## src/rtl/tt_pkg.sv

```systemverilog
`timescale 1ns / 1ps
// ----------------------------------------------------------------------------
// Triangle tangent package
// Shared types, command and status bundles, and fixed-point constants.
// ----------------------------------------------------------------------------
package tt_pkg;

    // Fraction bits of the output tangent and of the internal unit vectors
    localparam int TAN_FRAC  = 14;
    localparam int UNIT_FRAC = 30;
    // Magnitudes are reduced until they fit below 2^RED_BITS
    localparam int RED_BITS  = 30;

    // Determinant threshold 1e-6 in Q2.60
    localparam logic signed [63:0] DET_EPS = 64'sd1152921504607;

    // Output clamp limits: +-1.0 in Q1.TAN_FRAC, then the 16-bit range
    localparam logic signed [31:0] TAN_ONE = 32'sd1 <<< TAN_FRAC;
    localparam logic signed [31:0] TAN_HI  = (TAN_ONE > 32'sd32767) ? 32'sd32767 : TAN_ONE;
    localparam logic signed [31:0] TAN_LO  = (TAN_ONE > 32'sd32768) ? -32'sd32768 : -TAN_ONE;

    // Iteration counts of the bit-serial units
    localparam int SQRT_STEPS = 31;
    localparam int DIV_STEPS  = 32;

    typedef struct packed {
        logic signed [31:0] px;
        logic signed [31:0] py;
        logic signed [31:0] pz;
        logic signed [31:0] tu;
        logic signed [31:0] tv;
    } t_vtx;

    typedef struct packed {
        logic signed [15:0] tx;
        logic signed [15:0] ty;
        logic signed [15:0] tz;
        logic [1:0]         corner;
        logic               degen;
        logic               last;
    } t_res;

    // Vector being normalized
    typedef enum logic [2:0] {
        VS_E1,
        VS_E2,
        VS_U1,
        VS_U2,
        VS_TV
    } t_vsel;

    // Multiplier operand pairs
    typedef enum logic [2:0] {
        MS_SQ,
        MS_DET0,
        MS_DET1,
        MS_TV0,
        MS_TV1
    } t_msel;

    typedef enum logic [4:0] {
        OP_NONE,
        OP_HOLD,
        OP_CAPTURE,
        OP_VLOAD,
        OP_VMAX,
        OP_VRED,
        OP_MUL,
        OP_SUM_ADD,
        OP_SQRT_GO,
        OP_DIV_GO,
        OP_DIV_STORE,
        OP_VSTORE,
        OP_ACC_LOAD,
        OP_ACC_SUB,
        OP_DET_LATCH,
        OP_TV_STORE,
        OP_OUT_LOAD
    } t_op;

    typedef struct packed {
        t_op        op;
        t_vsel      vsel;
        t_msel      msel;
        logic [1:0] idx;
        logic [1:0] corner;
    } t_cmd;

    typedef struct packed {
        logic red_done;
        logic sqrt_done;
        logic div_done;
        logic degen;
        logic out_full;
    } t_stat;

    typedef enum logic [4:0] {
        S_IDLE,
        S_VLOAD,
        S_VMAX,
        S_VRED,
        S_SQ_MUL,
        S_SQ_ADD,
        S_SQRT_GO,
        S_SQRT_WAIT,
        S_DIV_GO,
        S_DIV_WAIT,
        S_VSTORE,
        S_DET_MUL0,
        S_DET_ACC0,
        S_DET_MUL1,
        S_DET_ACC1,
        S_DET_CHK,
        S_TV_MUL0,
        S_TV_ACC0,
        S_TV_MUL1,
        S_TV_ACC1,
        S_OUT
    } t_state;

endpackage

```

## src/rtl/tt_ctrl.sv

```systemverilog
`timescale 1ns / 1ps
// ----------------------------------------------------------------------------
// Triangle tangent controller
// Counts corners, then steps the datapath through the four normalizations,
// the determinant, and unless it is degenerate the tangent and its normalization, for each corner.
// ----------------------------------------------------------------------------
module tt_ctrl import tt_pkg::*; (
    input  logic  i_clk,
    input  logic  i_rst_n,
    input  logic  i_in_valid,
    output logic  o_in_ready,
    input  t_stat i_stat,
    output t_cmd  o_cmd
);

    t_state     r_state, n_state;
    t_vsel      r_vsel, n_vsel;
    logic [1:0] r_idx, n_idx;
    logic [1:0] r_corner, n_corner;
    logic [1:0] r_count, n_count;

    // State registers
    always_ff @(posedge i_clk) begin
        if (!i_rst_n) begin
            r_state  <= S_IDLE;
            r_vsel   <= VS_E1;
            r_idx    <= '0;
            r_corner <= '0;
            r_count  <= '0;
        end else begin
            r_state  <= n_state;
            r_vsel   <= n_vsel;
            r_idx    <= n_idx;
            r_corner <= n_corner;
            r_count  <= n_count;
        end
    end

    // Next state and commands
    always_comb begin
        n_state      = r_state;
        n_vsel       = r_vsel;
        n_idx        = r_idx;
        n_corner     = r_corner;
        n_count      = r_count;
        o_in_ready   = 1'b0;
        o_cmd.op     = OP_NONE;
        o_cmd.vsel   = r_vsel;
        o_cmd.msel   = MS_SQ;
        o_cmd.idx    = r_idx;
        o_cmd.corner = r_corner;
        case (r_state)
            S_IDLE: begin
                o_in_ready = 1'b1;
                if (i_in_valid) begin
                    if (!r_count[1]) begin
                        o_cmd.op  = OP_HOLD;
                        o_cmd.idx = r_count;
                        n_count   = r_count + 2'd1;
                    end else begin
                        o_cmd.op = OP_CAPTURE;
                        n_count  = '0;
                        n_corner = '0;
                        n_vsel   = VS_E1;
                        n_idx    = '0;
                        n_state  = S_VLOAD;
                    end
                end
            end
            S_VLOAD: begin
                o_cmd.op = OP_VLOAD;
                n_state  = S_VMAX;
            end
            S_VMAX: begin
                o_cmd.op = OP_VMAX;
                n_state  = S_VRED;
            end
            S_VRED: begin
                o_cmd.op = OP_VRED;
                if (i_stat.red_done) begin
                    n_idx   = '0;
                    n_state = S_SQ_MUL;
                end
            end
            S_SQ_MUL: begin
                o_cmd.op   = OP_MUL;
                o_cmd.msel = MS_SQ;
                n_state    = S_SQ_ADD;
            end
            S_SQ_ADD: begin
                o_cmd.op = OP_SUM_ADD;
                if (r_idx == 2'd2) begin
                    n_idx   = '0;
                    n_state = S_SQRT_GO;
                end else begin
                    n_idx   = r_idx + 2'd1;
                    n_state = S_SQ_MUL;
                end
            end
            S_SQRT_GO: begin
                o_cmd.op = OP_SQRT_GO;
                n_state  = S_SQRT_WAIT;
            end
            S_SQRT_WAIT: begin
                if (i_stat.sqrt_done) n_state = S_DIV_GO;
            end
            S_DIV_GO: begin
                o_cmd.op = OP_DIV_GO;
                n_state  = S_DIV_WAIT;
            end
            S_DIV_WAIT: begin
                if (i_stat.div_done) begin
                    o_cmd.op = OP_DIV_STORE;
                    if (r_idx == 2'd2) begin
                        n_idx   = '0;
                        n_state = S_VSTORE;
                    end else begin
                        n_idx   = r_idx + 2'd1;
                        n_state = S_DIV_GO;
                    end
                end
            end
            S_VSTORE: begin
                o_cmd.op = OP_VSTORE;
                case (r_vsel)
                    VS_E1: begin
                        n_vsel = VS_E2; n_state = S_VLOAD;
                    end
                    VS_E2: begin
                        n_vsel = VS_U1; n_state = S_VLOAD;
                    end
                    VS_U1: begin
                        n_vsel = VS_U2; n_state = S_VLOAD;
                    end
                    VS_U2:   n_state = S_DET_MUL0;
                    default: n_state = S_OUT;
                endcase
            end
            S_DET_MUL0: begin
                o_cmd.op   = OP_MUL;
                o_cmd.msel = MS_DET0;
                n_state    = S_DET_ACC0;
            end
            S_DET_ACC0: begin
                o_cmd.op = OP_ACC_LOAD;
                n_state  = S_DET_MUL1;
            end
            S_DET_MUL1: begin
                o_cmd.op   = OP_MUL;
                o_cmd.msel = MS_DET1;
                n_state    = S_DET_ACC1;
            end
            S_DET_ACC1: begin
                o_cmd.op = OP_ACC_SUB;
                n_state  = S_DET_CHK;
            end
            S_DET_CHK: begin
                o_cmd.op = OP_DET_LATCH;
                n_idx    = '0;
                n_state  = i_stat.degen ? S_OUT : S_TV_MUL0;
            end
            S_TV_MUL0: begin
                o_cmd.op   = OP_MUL;
                o_cmd.msel = MS_TV0;
                n_state    = S_TV_ACC0;
            end
            S_TV_ACC0: begin
                o_cmd.op = OP_ACC_LOAD;
                n_state  = S_TV_MUL1;
            end
            S_TV_MUL1: begin
                o_cmd.op   = OP_MUL;
                o_cmd.msel = MS_TV1;
                n_state    = S_TV_ACC1;
            end
            S_TV_ACC1: begin
                o_cmd.op = OP_TV_STORE;
                if (r_idx == 2'd2) begin
                    n_idx   = '0;
                    n_vsel  = VS_TV;
                    n_state = S_VLOAD;
                end else begin
                    n_idx   = r_idx + 2'd1;
                    n_state = S_TV_MUL0;
                end
            end
            S_OUT: begin
                // Wait for the output register to drain
                if (!i_stat.out_full) begin
                    o_cmd.op = OP_OUT_LOAD;
                    n_vsel   = VS_E1;
                    n_idx    = '0;
                    if (r_corner == 2'd2) begin
                        n_corner = '0;
                        n_state  = S_IDLE;
                    end else begin
                        n_corner = r_corner + 2'd1;
                        n_state  = S_VLOAD;
                    end
                end
            end
            default: n_state = S_IDLE;
        endcase
    end

endmodule

```

## config.mk

```make
export PLATFORM = sky130hd
export DESIGN_NAME = tt_ctrl
export DESIGN_NICKNAME = d
export VERILOG_FILES = /design/src/rtl/tt_pkg.sv /design/src/rtl/tt_ctrl.sv
export SDC_FILE = /design/constraint.sdc
export NUM_CORES = 1
export LEC_CHECK = 0
export CAP_MARGIN = 20
export CORE_MARGIN = 3
export CORE_UTILIZATION = 43
export CTS_CLUSTER_DIAMETER = 120
export DETAILED_ROUTE_END_ITERATION = 10
export DONT_BUFFER_PORTS = 1
export HOLD_SLACK_MARGIN = 0.03
export PLACE_DENSITY = 0.57
export SKIP_LAST_GASP = 1
export SLEW_MARGIN = 20
export SYNTH_ARGS = -nofsm -noshare
export SYNTH_HDL_FRONTEND = slang
export SYNTH_SLANG_ARGS = --single-unit
```

## constraint.sdc

```tcl
create_clock -name i_clk -period 3.2 [get_ports i_clk]
set_clock_uncertainty 0.05 [all_clocks]
set_input_delay 0.32 -clock i_clk [delete_from_list [all_inputs] [get_ports i_clk]]
set_output_delay 0.32 -clock i_clk [all_outputs]
set_load 0.05 [all_outputs]
```

; ---- Word-level counts from Yosys, hierarchy flattened
; Cells that the tools add are included.
[word_totals]
reg_bits = 14
input_bits = 8
wordCells = 95
[op_classes]
add_sub_neg = 3
n_eq_ne = 33
muxes = 40
reduce_logical = 14
[op_table]
columns = operator, n
row1 = case mux 5 bit (21 select lines), 1
row2 = case mux 5 bit (15 select lines), 1
row3 = equality test 5 x 4 -> 1 bit (second input constant), 8
row4 = two-way mux 5 bit, 8
row5 = two-way mux 2 bit, 16
row6 = equality test 5 bit (second input constant), 5
row7 = case mux 3 bit (4 select lines), 2
row8 = equality test 5 x 3 -> 1 bit (second input constant), 4
row9 = AND reduction 6 bit, 3
row10 = two-way mux 3 bit, 5
row11 = != test 2 bit (second input constant), 7
row12 = case mux 2 bit (6 select lines), 1
row13 = equality test 5 x 2 -> 1 bit (second input constant), 2
row14 = case mux 5 bit (2 select lines), 1
row15 = case mux 3 bit (3 select lines), 1
row16 = adder 2 x 1 -> 2 bit (second input constant), 3
row17 = equality test 3 x 2 -> 1 bit (second input constant), 2
row18 = nonzero test 6 bit, 1
row19 = equality test 5 x 1 -> 1 bit (second input constant), 1
row20 = zero test 5 bit, 1
row21 = OR reduction 5 bit, 1
row22 = equality test 2 bit (second input constant), 2
row23 = two-way mux 4 bit, 1
row24 = != test 4 bit (second input constant), 1
row25 = 10 further kinds, 12

; ---- Longest topological paths before layout
; Gate-level depths: netlist of run 1.
[depth]
ltp_word = 4
ltp_mapped = 7
ltp_nobuf = 5

; ---- Worst setup path after synthesis of run 1
; OpenSTA, ideal clock, no wires.
[synth_path]
path_type = reg2out
from = reg r_state[0]
to = out o_cmd[12] (netlist name)
arrival_time_ps = 2326
path_slack_ps = 504
path_stages_with_launch = 7
n_path_buf = 2
cell_sequence = dfxtp_1 > clkbuf_1 > clkbuf_1 > nor2_1 > nor2_1 > nor2_1 > a221oi_1
[synth_rtl]
columns = element, line
row1 = from (decl), tt_ctrl.sv:16  ; t_state r_state, n_state;
row2 = from (signal assigned), tt_ctrl.sv:31  ; r_state <= n_state;
row3 = to (decl), tt_ctrl.sv:13  ; output t_cmd o_cmd

==> results of run 1 <==
[logic make-up (layout without fill, tap and decap cells)]
group,count (synthesis),in the layout,share of synthesized area [%]
AO/OA/AOI/OAI,60,60,31.4
flip-flops,14,14,22.0
multiplexers,3,3,2.36
AND/OR/NAND/NOR,87,87,35.7
XOR/XNOR,2,2,1.38
buffers and inverters,21,23,7.09
[final cells by class]
cell class	count	share of cell area [%]
clock buffers	3	1.64
inverters	7	1.92
multi-input cells	152	66.1
flip-flops and latches	14	20.4
well taps	31	2.83
repair buffers	13	7.12
[flip-flops by register name, summed over array words and instances (netlist names)]
signal / cells
r_corner: 2
r_vsel: 3
r_idx: 2
r_count: 2
r_state: 5
[per-layer routing]
layer	up-vias	global-route usage, %	part of all wire [%]
li1	692	-	-
met1	621	29.4	45
met2	67	32.3	45
met3	6	4.89	8.6
met4	0	5.70	1.3
met5	-	0	0
[power groups by stage]
stage | Combinational, mW | Clock (mW) | Sequential (mW)
2_1_floorplan | 0.390 | 0 | 0.204
3_3_place_gp | 0.440 | 0 | 0.240
4_1_cts | 0.443 | 0.104 | 0.238
6_report | 0.446 | 0.103 | 0.241
3_5_place_dp | 0.442 | 0 | 0.243
5_1_grt | 0.489 | 0.114 | 0.245
[cells in the mapped netlist (4+ instances only)]
| cell type | number | area share, % |
|---|---|---|
| nand2_1 | 19 | 5.6 |
| nor3b_1 | 4 | 2.4 |
| o21ai_0 | 14 | 5.5 |
| a21oi_1 | 20 | 7.9 |
| clkbuf_1 | 7 | 2.1 |
| nor3_1 | 8 | 3.1 |
| dfxtp_1 | 14 | 22 |
| nand2b_1 | 6 | 3.0 |
| nor2_1 | 20 | 5.9 |
| nor2b_1 | 6 | 3.0 |
| inv_1 | 6 | 1.8 |
| nand3_1 | 11 | 4.3 |
[through the flow]
stage	total power [mW]	worst slack, ps	area, µm²	instances	util (%)
after floorplan	0.594	504	1270	187	-
after global placement	0.680	901	1350	217	48.5
after detailed placement	0.685	858	1350	217	48.5
after CTS	0.785	544	1370	220	49.3
after global routing	0.848	257	1370	220	49.3
final	0.791	503	1370	220	49.3
[worst paths after layout]
check                                             start  cells after the start                endpoint
worst max-delay path            r_state[0]$_SDFFE_PN0P_                      6                o_cmd[2]
worst min register to register    r_idx[1]$_SDFFE_PN0P_                      2   r_idx[1]$_SDFFE_PN0P_
worst min-delay path                            i_rst_n                      2  r_vsel[0]$_SDFFE_PN0P_
worst max register to register  r_state[4]$_SDFFE_PN0P_                      5  r_vsel[1]$_SDFFE_PN0P_
[worst register-to-register path: stages, from the launching register on]
cell and delay, ps:
dfxtp_1 860, nand2_1 340, a21oi_1 240, nor3b_1 70
nor4_1 450, a311oi_1 170
==> impl_metrics.yaml, run 1 <==
run_status:
  outcome: "finished clean"
sta:
  fin_crit_ps: 2700
  tightest_slew_ps: 812
  fmax_ghz: 0.371
  min_period_over_period_pct: 84.3
  final.setup.tns_ps: 0
  hold_ws_ps: 116
  drv_slew: 0
  finalSetupViolCount: 0
  final-hold-violation-count: 0
  slew_headroom_pct: 45.8
  rsz0062_at_grt: "false"
min_path:
  hold_path_class: "in2reg"
detailed_routing:
  avgViaCountPerCell: 6.30
  wl_mm: 3.71
  drcViolationCount: 0
  drtPass1Iterations: 5
  drtIter0Drc: 82
  wl_per_cell_um: 16.9
  ant_nets: 0
  vias: 1386
synth:
  synth_edf_count: 0
  synth_seq_cells: 14
  synth.avg_cell_area_um2: 6.80
  synth_seq_area_share_pct: 22.0
  yosysUniqueCellTypes: 47
  synth_area_um2: 1270
  async_flop_share_pct: 0
  synth_fp_nets: 195
  synth_ff_type: "dfxtp_1"
  netlist_instances: 187
  yosysWarnings: 0
floorplanning:
  io-pin-count: 24
  die_h_um: 60.4
  die_w_um: 60.4
  start_util_pct: 45.7
  std_cell_rows: 19
  dieArea_um2: 3640
  coreArea_um2: 2780
finish:
  nFillCells: 288
  mostFrequentLayoutCells: "20 x nor2_1, 20 x a21oi_1, 19 x nand2_1"
  multi_input_area_um2: 906
  area_growth_pct: 7.87
  n_antenna_cell: 0
  layout-drive-gt1-share_pct: 12.2
  nNetsFinal: 199
  regArea_um2: 280
pwr:
  switching_share_pct: 51.5
  combPwrFrac_pct: 56.4
  power_density_nw_per_um2: 577
  power.share.clock_pct: 13.1
  p_int_mw: 0.383
  p_seq_share_pct: 30.5
  p_leak_nw: 0.479
  p_sw_mw: 0.407
  peakVddDrop_uv: 378
placement:
  port_buffers: 0
  routabilityCongestion: 0.954
  place_hpwl_mm: 2.79
clock_network:
  cts_buffers: 3
  path_clk_slew_ps: 90
  clkLatencyLatePin_ps: 280
  post_cts_resized: 0
  hold_buffers: 0
  cts.path.max_buffers: 2
  cts.sinks: 14
  post_cts_buffers: 0
  cts_root_buf: "clkbuf_4"
  cts_tree: "done"
  htree_levels: 1
critical_path:
  worstPathCellList: "nor3_1 > nand3_1 > nor2_1 > nand2_1 > o21ai_1 > buf_4"
  critical-path-top-delay-family: "simple AND/OR/NAND/NOR gates"
  start_kind: "flip-flop"
  cp.required_ps: 2830
  crit_type: "reg2out"
  reg2reg_setup_slack_ps: 880
  max_stage_delay_ps: 600
  critPathArrivalTime_ps: 2330
  path_max_fanout: 24
  cp_slowest_cell: "nor3_1"
  path_buf_inv: 1
  worst_setup_path_end_kind: "primary output"
grt:
  antenna_found_initial: 0
  first_global_vias: 1306
  grt_first_pass_wirelength_mm: 5.90
  grt_max_degree: 26
  grt_overflow: 0
  track_usage_pct: 21.0
flow_run:
  timing.max_cap.violations: 0
Power figures use the tool's default switching activity.
==> inputs of run 2 (changes only) <==
- clock period: 3.2 -> 2.5 ns (I/O delays scaled with it)
==> run 2 against run 1 <==
Utilization rose by 3.4 points. Design area rose by 6.8%. Via count rose by 5.2%. Sequential share of layout area fell by 1.3 points. Critical path depth did not move. Critical endpoint unchanged. Highest routed layer unchanged.
==> impl_metrics.yaml, run 2 (same netlist as run 1, synthesis figures left out) <==
finish:
  top_register: "r_state"
  layout-drive-gt1-share_pct: 17.1
  n_antenna_cell: 0
  multi_input_area_um2: 912
  top_regs: "r_state: 5 flops, r_vsel: 3 flops"
  layout_commonest_cell: "buf_4"
  mostFrequentLayoutCells: "22 x buf_4, 20 x nor2_1, 20 x a21oi_1"
  nFillCells: 286
  largest_register_ffs: 5
  regArea_um2: 280
  nNetsFinal: 209
  area_growth_pct: 15.3
  finalNonFillerCells: 230
sta:
  fin_crit_ps: 2250
  fmax_ghz: 0.445
  rsz0062_at_grt: "false"
  slew_headroom_pct: 54.4
  final-hold-violation-count: 0
  min_period_over_period_pct: 90.0
  finalSetupViolCount: 0
  drv_slew: 0
  tightest_slew_ps: 683
  final.setup.tns_ps: 0
clock_network:
  post_cts_buffers: 0
  htree_levels: 1
  cts_root_buf: "clkbuf_4"
  hold_buffers: 0
  cts.sinks: 14
  clkLatencyLatePin_ps: 280
  post_cts_resized: 0
  cts_buffers: 3
  cts_tree: "done"
  path_clk_slew_ps: 80
  cts.path.max_buffers: 2
critical_path:
  worstPathCellList: "nor2_1 > nand3_1 > nor2_1 > nand2_1 > o21ai_1 > buf_12"
  crit_type: "reg2out"
  path_max_fanout: 12
  reg2reg_setup_slack_ps: 490
  start_kind: "flip-flop"
  worst_setup_path_end_kind: "primary output"
  cp_slowest_cell: "dfxtp_1"
  cp.required_ps: 2200
  path_buf_inv: 1
  max_stage_delay_ps: 450
  critical-path-top-delay-family: "simple AND/OR/NAND/NOR gates"
  critPathArrivalTime_ps: 1950
  crit_path_frequent_cell: "nor2_1"
detailed_routing:
  drtIter0Drc: 80
  drcViolationCount: 0
  avgViaCountPerCell: 6.34
  wl_per_cell_um: 16.7
  drtPass1Iterations: 4
  ant_nets: 0
  vias: 1458
  wl_mm: 3.85
placement:
  place_hpwl_mm: 2.88
  port_buffers: 0
  routabilityCongestion: 0.951
  place_inst: 227
grt:
  first_global_vias: 1288
  antenna_found_initial: 0
  grt_max_degree: 24
  grt_first_pass_wirelength_mm: 6.07
  track_usage_pct: 21.7
  grt_overflow: 0
run_status:
  outcome: "finished clean"
floorplanning:
  dieArea_um2: 3640
  die_h_um: 60.4
  start_util_pct: 45.7
  die_w_um: 60.4
  coreArea_um2: 2780
  io-pin-count: 24
  std_cell_rows: 19
pwr:
  peakVddDrop_uv: 456
  p_leak_nw: 0.538
  power_density_nw_per_um2: 725
flow_run:
  timing.max_cap.violations: 0
min_path:
  hold_path_class: "in2reg"
[run 2: cell types whose count changed in the layout (fill, tap and decap cells not counted), sizes merged]
cell / before / now
buf: 13 / 23
[run 2: area by class of cell]
cell class / count / area share, %
clock buffer: 3 / 1.54
inverter: 7 / 1.79
multi-input combinational: 152 / 62.3
sequential: 14 / 19.1
tap: 31 / 2.65
timing repair buffer: 23 / 12.6
[run 2: worst paths after layout]
check,cells past startpoint,startpoint,end
setup / recovery,6,r_state[2]$_SDFFE_PN0P_,o_cmd[2]
hold / removal,1,i_rst_n,r_state[1]$_SDFFE_PN0P_
setup reg to reg,7,r_state[3]$_SDFFE_PN0P_,r_state[2]$_SDFFE_PN0P_
hold reg to reg,2,r_idx[1]$_SDFFE_PN0P_,r_idx[1]$_SDFFE_PN0P_
[run 2: stage by stage]
step | worst slack [ps] | area [µm²] | utilization (%) | total power, mW | hold WS, ps
2_1_floorplan | 4.55 | 1280 | - | 0.766 | 402
3_3_place_gp | 568 | 1440 | 51.9 | 0.926 | 345
3_5_place_dp | 560 | 1440 | 51.9 | 0.926 | 340
4_1_cts | 258 | 1470 | 52.7 | 1.06 | 33.0
5_1_grt | 33.1 | 1470 | 52.7 | 1.12 | 30.0
6_report | 251 | 1470 | 52.7 | 1.06 | 41.8
[run 2: power breakdown]
part	internal, mW	switching [mW]	total (mW)
logic	0.225	0.437	0.662
clock network	0.0560	0.0740	0.130
registers	0.243	0.0275	0.270
total	0.524	0.539	1.06
[run 2: metal layers]
layer | vias to the layer above | wire, µm | track usage [%]
met5 | - | 0 | 0
met4 | 0 | 60 | 6.01
met3 | 9 | 304 | 5.96
met2 | 67 | 1760 | 31.8
met1 | 672 | 1720 | 31.2
li1 | 710 | - | -
==> inputs of run 3 (changes only) <==
- REMOVE_ABC_BUFFERS: default -> 1
- SKIP_CTS_REPAIR_TIMING: default -> 1
- clock period: 2.5 -> 2.4 ns (I/O delays scaled with it)
==> run 3 against run 2 <==
Global-route usage grew 0.68 points. Critical path depth is the same. Die area did not move. Sequential power increased by 7.8%. Hold slack improved by 14 ps. First-iteration DRC count grew 40%. Largest power group unchanged.
==> impl_metrics.yaml, run 3 (same netlist as run 1, synthesis figures left out) <==
critical_path:
  cp_slowest_cell: "dfxtp_1"
  rr_worst_depth: 6
  worstReg2RegStart: "r_state[0]$_SDFFE_PN0P_"
  max_stage_delay_ps: 450
  worst_setup_path_end_kind: "primary output"
  path_max_fanout: 24
  crit_path_frequent_cell: "buf_4"
  critPathArrivalTime_ps: 1980
  cp.required_ps: 2110
  worstPathCellList: "buf_4 > inv_1 > nor2_1 > a22oi_1 > o221ai_1 > buf_4"
  r2r-end: "r_vsel[1]$_SDFFE_PN0P_"
  crit_type: "reg2out"
  start_kind: "flip-flop"
  reg2reg_setup_slack_ps: 290
sta:
  slew_headroom_pct: 55.6
  fin_crit_ps: 2270
  finalWorstSetupSlack_ps: 134
  drv_slew: 0
  finalSetupViolCount: 0
  final.setup.tns_ps: 0
  min_period_over_period_pct: 94.4
  fmax_ghz: 0.441
  tightest_slew_ps: 665
  final-hold-violation-count: 0
  rsz0062_at_grt: "false"
detailed_routing:
  drtPass1Iterations: 5
  vias: 1461
  wl_per_cell_um: 17.0
  avgViaCountPerCell: 6.41
  wl_mm: 3.88
  ant_nets: 0
  drtIter0Drc: 112
  drcViolationCount: 0
min_path:
  worstHoldStart: "i_rst_n"
  hold_path_class: "in2reg"
  hold_depth: 2
  hold_end: "r_vsel[0]$_SDFFE_PN0P_"
placement:
  pre_cts_ws_ps: 403
  place_hpwl_mm: 2.93
  routabilityCongestion: 0.862
  port_buffers: 0
grt:
  grt_first_pass_wirelength_mm: 6.28
  first_global_vias: 1341
  grt_overflow: 0
  grt_max_degree: 25
  antenna_found_initial: 0
  track_usage_pct: 22.4
finish:
  top_regs: "r_state: 5 flops, r_vsel: 3 flops"
  n_antenna_cell: 0
  nNetsFinal: 207
  mostFrequentLayoutCells: "20 x a21oi_1, 19 x nand2_1, 19 x nor2_1, 19 x buf_4, 14 x dfxtp_1"
  largest_register_ffs: 5
  layout_commonest_cell: "a21oi_1"
  multi_input_area_um2: 908
  top_register: "r_state"
  regArea_um2: 280
  nFillCells: 288
  layout-drive-gt1-share_pct: 15.7
  area_growth_pct: 14.0
floorplanning:
  start_util_pct: 45.7
  dieArea_um2: 3640
  std_cell_rows: 19
  die_h_um: 60.4
  die_w_um: 60.4
  io-pin-count: 24
  coreArea_um2: 2780
clock_network:
  cts_buffers: 3
  cts_tree: "done"
  cts.path.max_buffers: 2
  htree_levels: 1
  cts_root_buf: "clkbuf_4"
  path_clk_slew_ps: 90
  clkLatencyLatePin_ps: 280
  cts.sinks: 14
pwr:
  power.total_mw: 1.11
  power_density_nw_per_um2: 764
  p_leak_nw: 0.522
  peakVddDrop_uv: 420
flow_run:
  timing.max_cap.violations: 0
run_status:
  outcome: "finished clean"
## run 3: worst max-delay path, delay by kind of cell, from the launching register on
kind            cells  cell delay, ps
flops               1             450
compound gates      2             370
buf+inv             3             690
simple gates        1             180
## run 3: where the power goes
| part | switching, mW | total [mW] | leakage [nW] | internal (mW) |
|---|---|---|---|---|
| logic | 0.451 | 0.680 | 0.394 | 0.229 |
| registers | 0.0382 | 0.291 | 0.113 | 0.253 |
| clock network | 0.0770 | 0.135 | 0.0138 | 0.0582 |
## run 3: how the worst max path moves through the flow
stage,cells past startpoint,to,from,slack [ps]
after floorplan,5,r_corner[1]$_SDFFE_PN0P_,r_state[3]$_SDFFE_PN0P_,-330
after global routing,6,o_cmd[2],r_state[0]$_SDFFE_PN0P_,20
after CTS,6,o_cmd[10],r_state[3]$_SDFFE_PN0P_,200
final,6,o_cmd[10],r_state[3]$_SDFFE_PN0P_,130
after detailed placement,6,r_vsel[1]$_SDFFE_PN0P_,r_state[0]$_SDFFE_PN0P_,400
after global placement,6,r_vsel[1]$_SDFFE_PN0P_,r_state[0]$_SDFFE_PN0P_,420
## run 3: metal layers
| metal | track usage [%] | up-vias | part of all wire [%] |
|---|---|---|---|
| met3 | 4.89 | 4 | 8.8 |
| met4 | 5.06 | 0 | 0.64 |
| met1 | 30.2 | 673 | 42 |
| met2 | 36.6 | 75 | 48 |
| li1 | - | 709 | - |
| met5 | 0 | - | 0 |
## run 3: final cells by class
cell class / count / share of cell area, %
multi-input combinational: 152 / 62.7
sequential: 14 / 19.3
timing repair buffer: 21 / 11.9
tap: 31 / 2.68
inverter: 7 / 1.81
clock buffer: 3 / 1.55
## run 3: per-stage QoR
stage	cells	hold slack [ps]	util (%)	cell area, µm²
6_report	228	56.2	52.1	1450
5_1_grt	228	61.1	52.1	1450
4_1_cts	227	28.7	51.6	1440
3_5_place_dp	224	326	50.8	1410
3_3_place_gp	224	330	50.8	1410
2_1_floorplan	173	320	-	1210
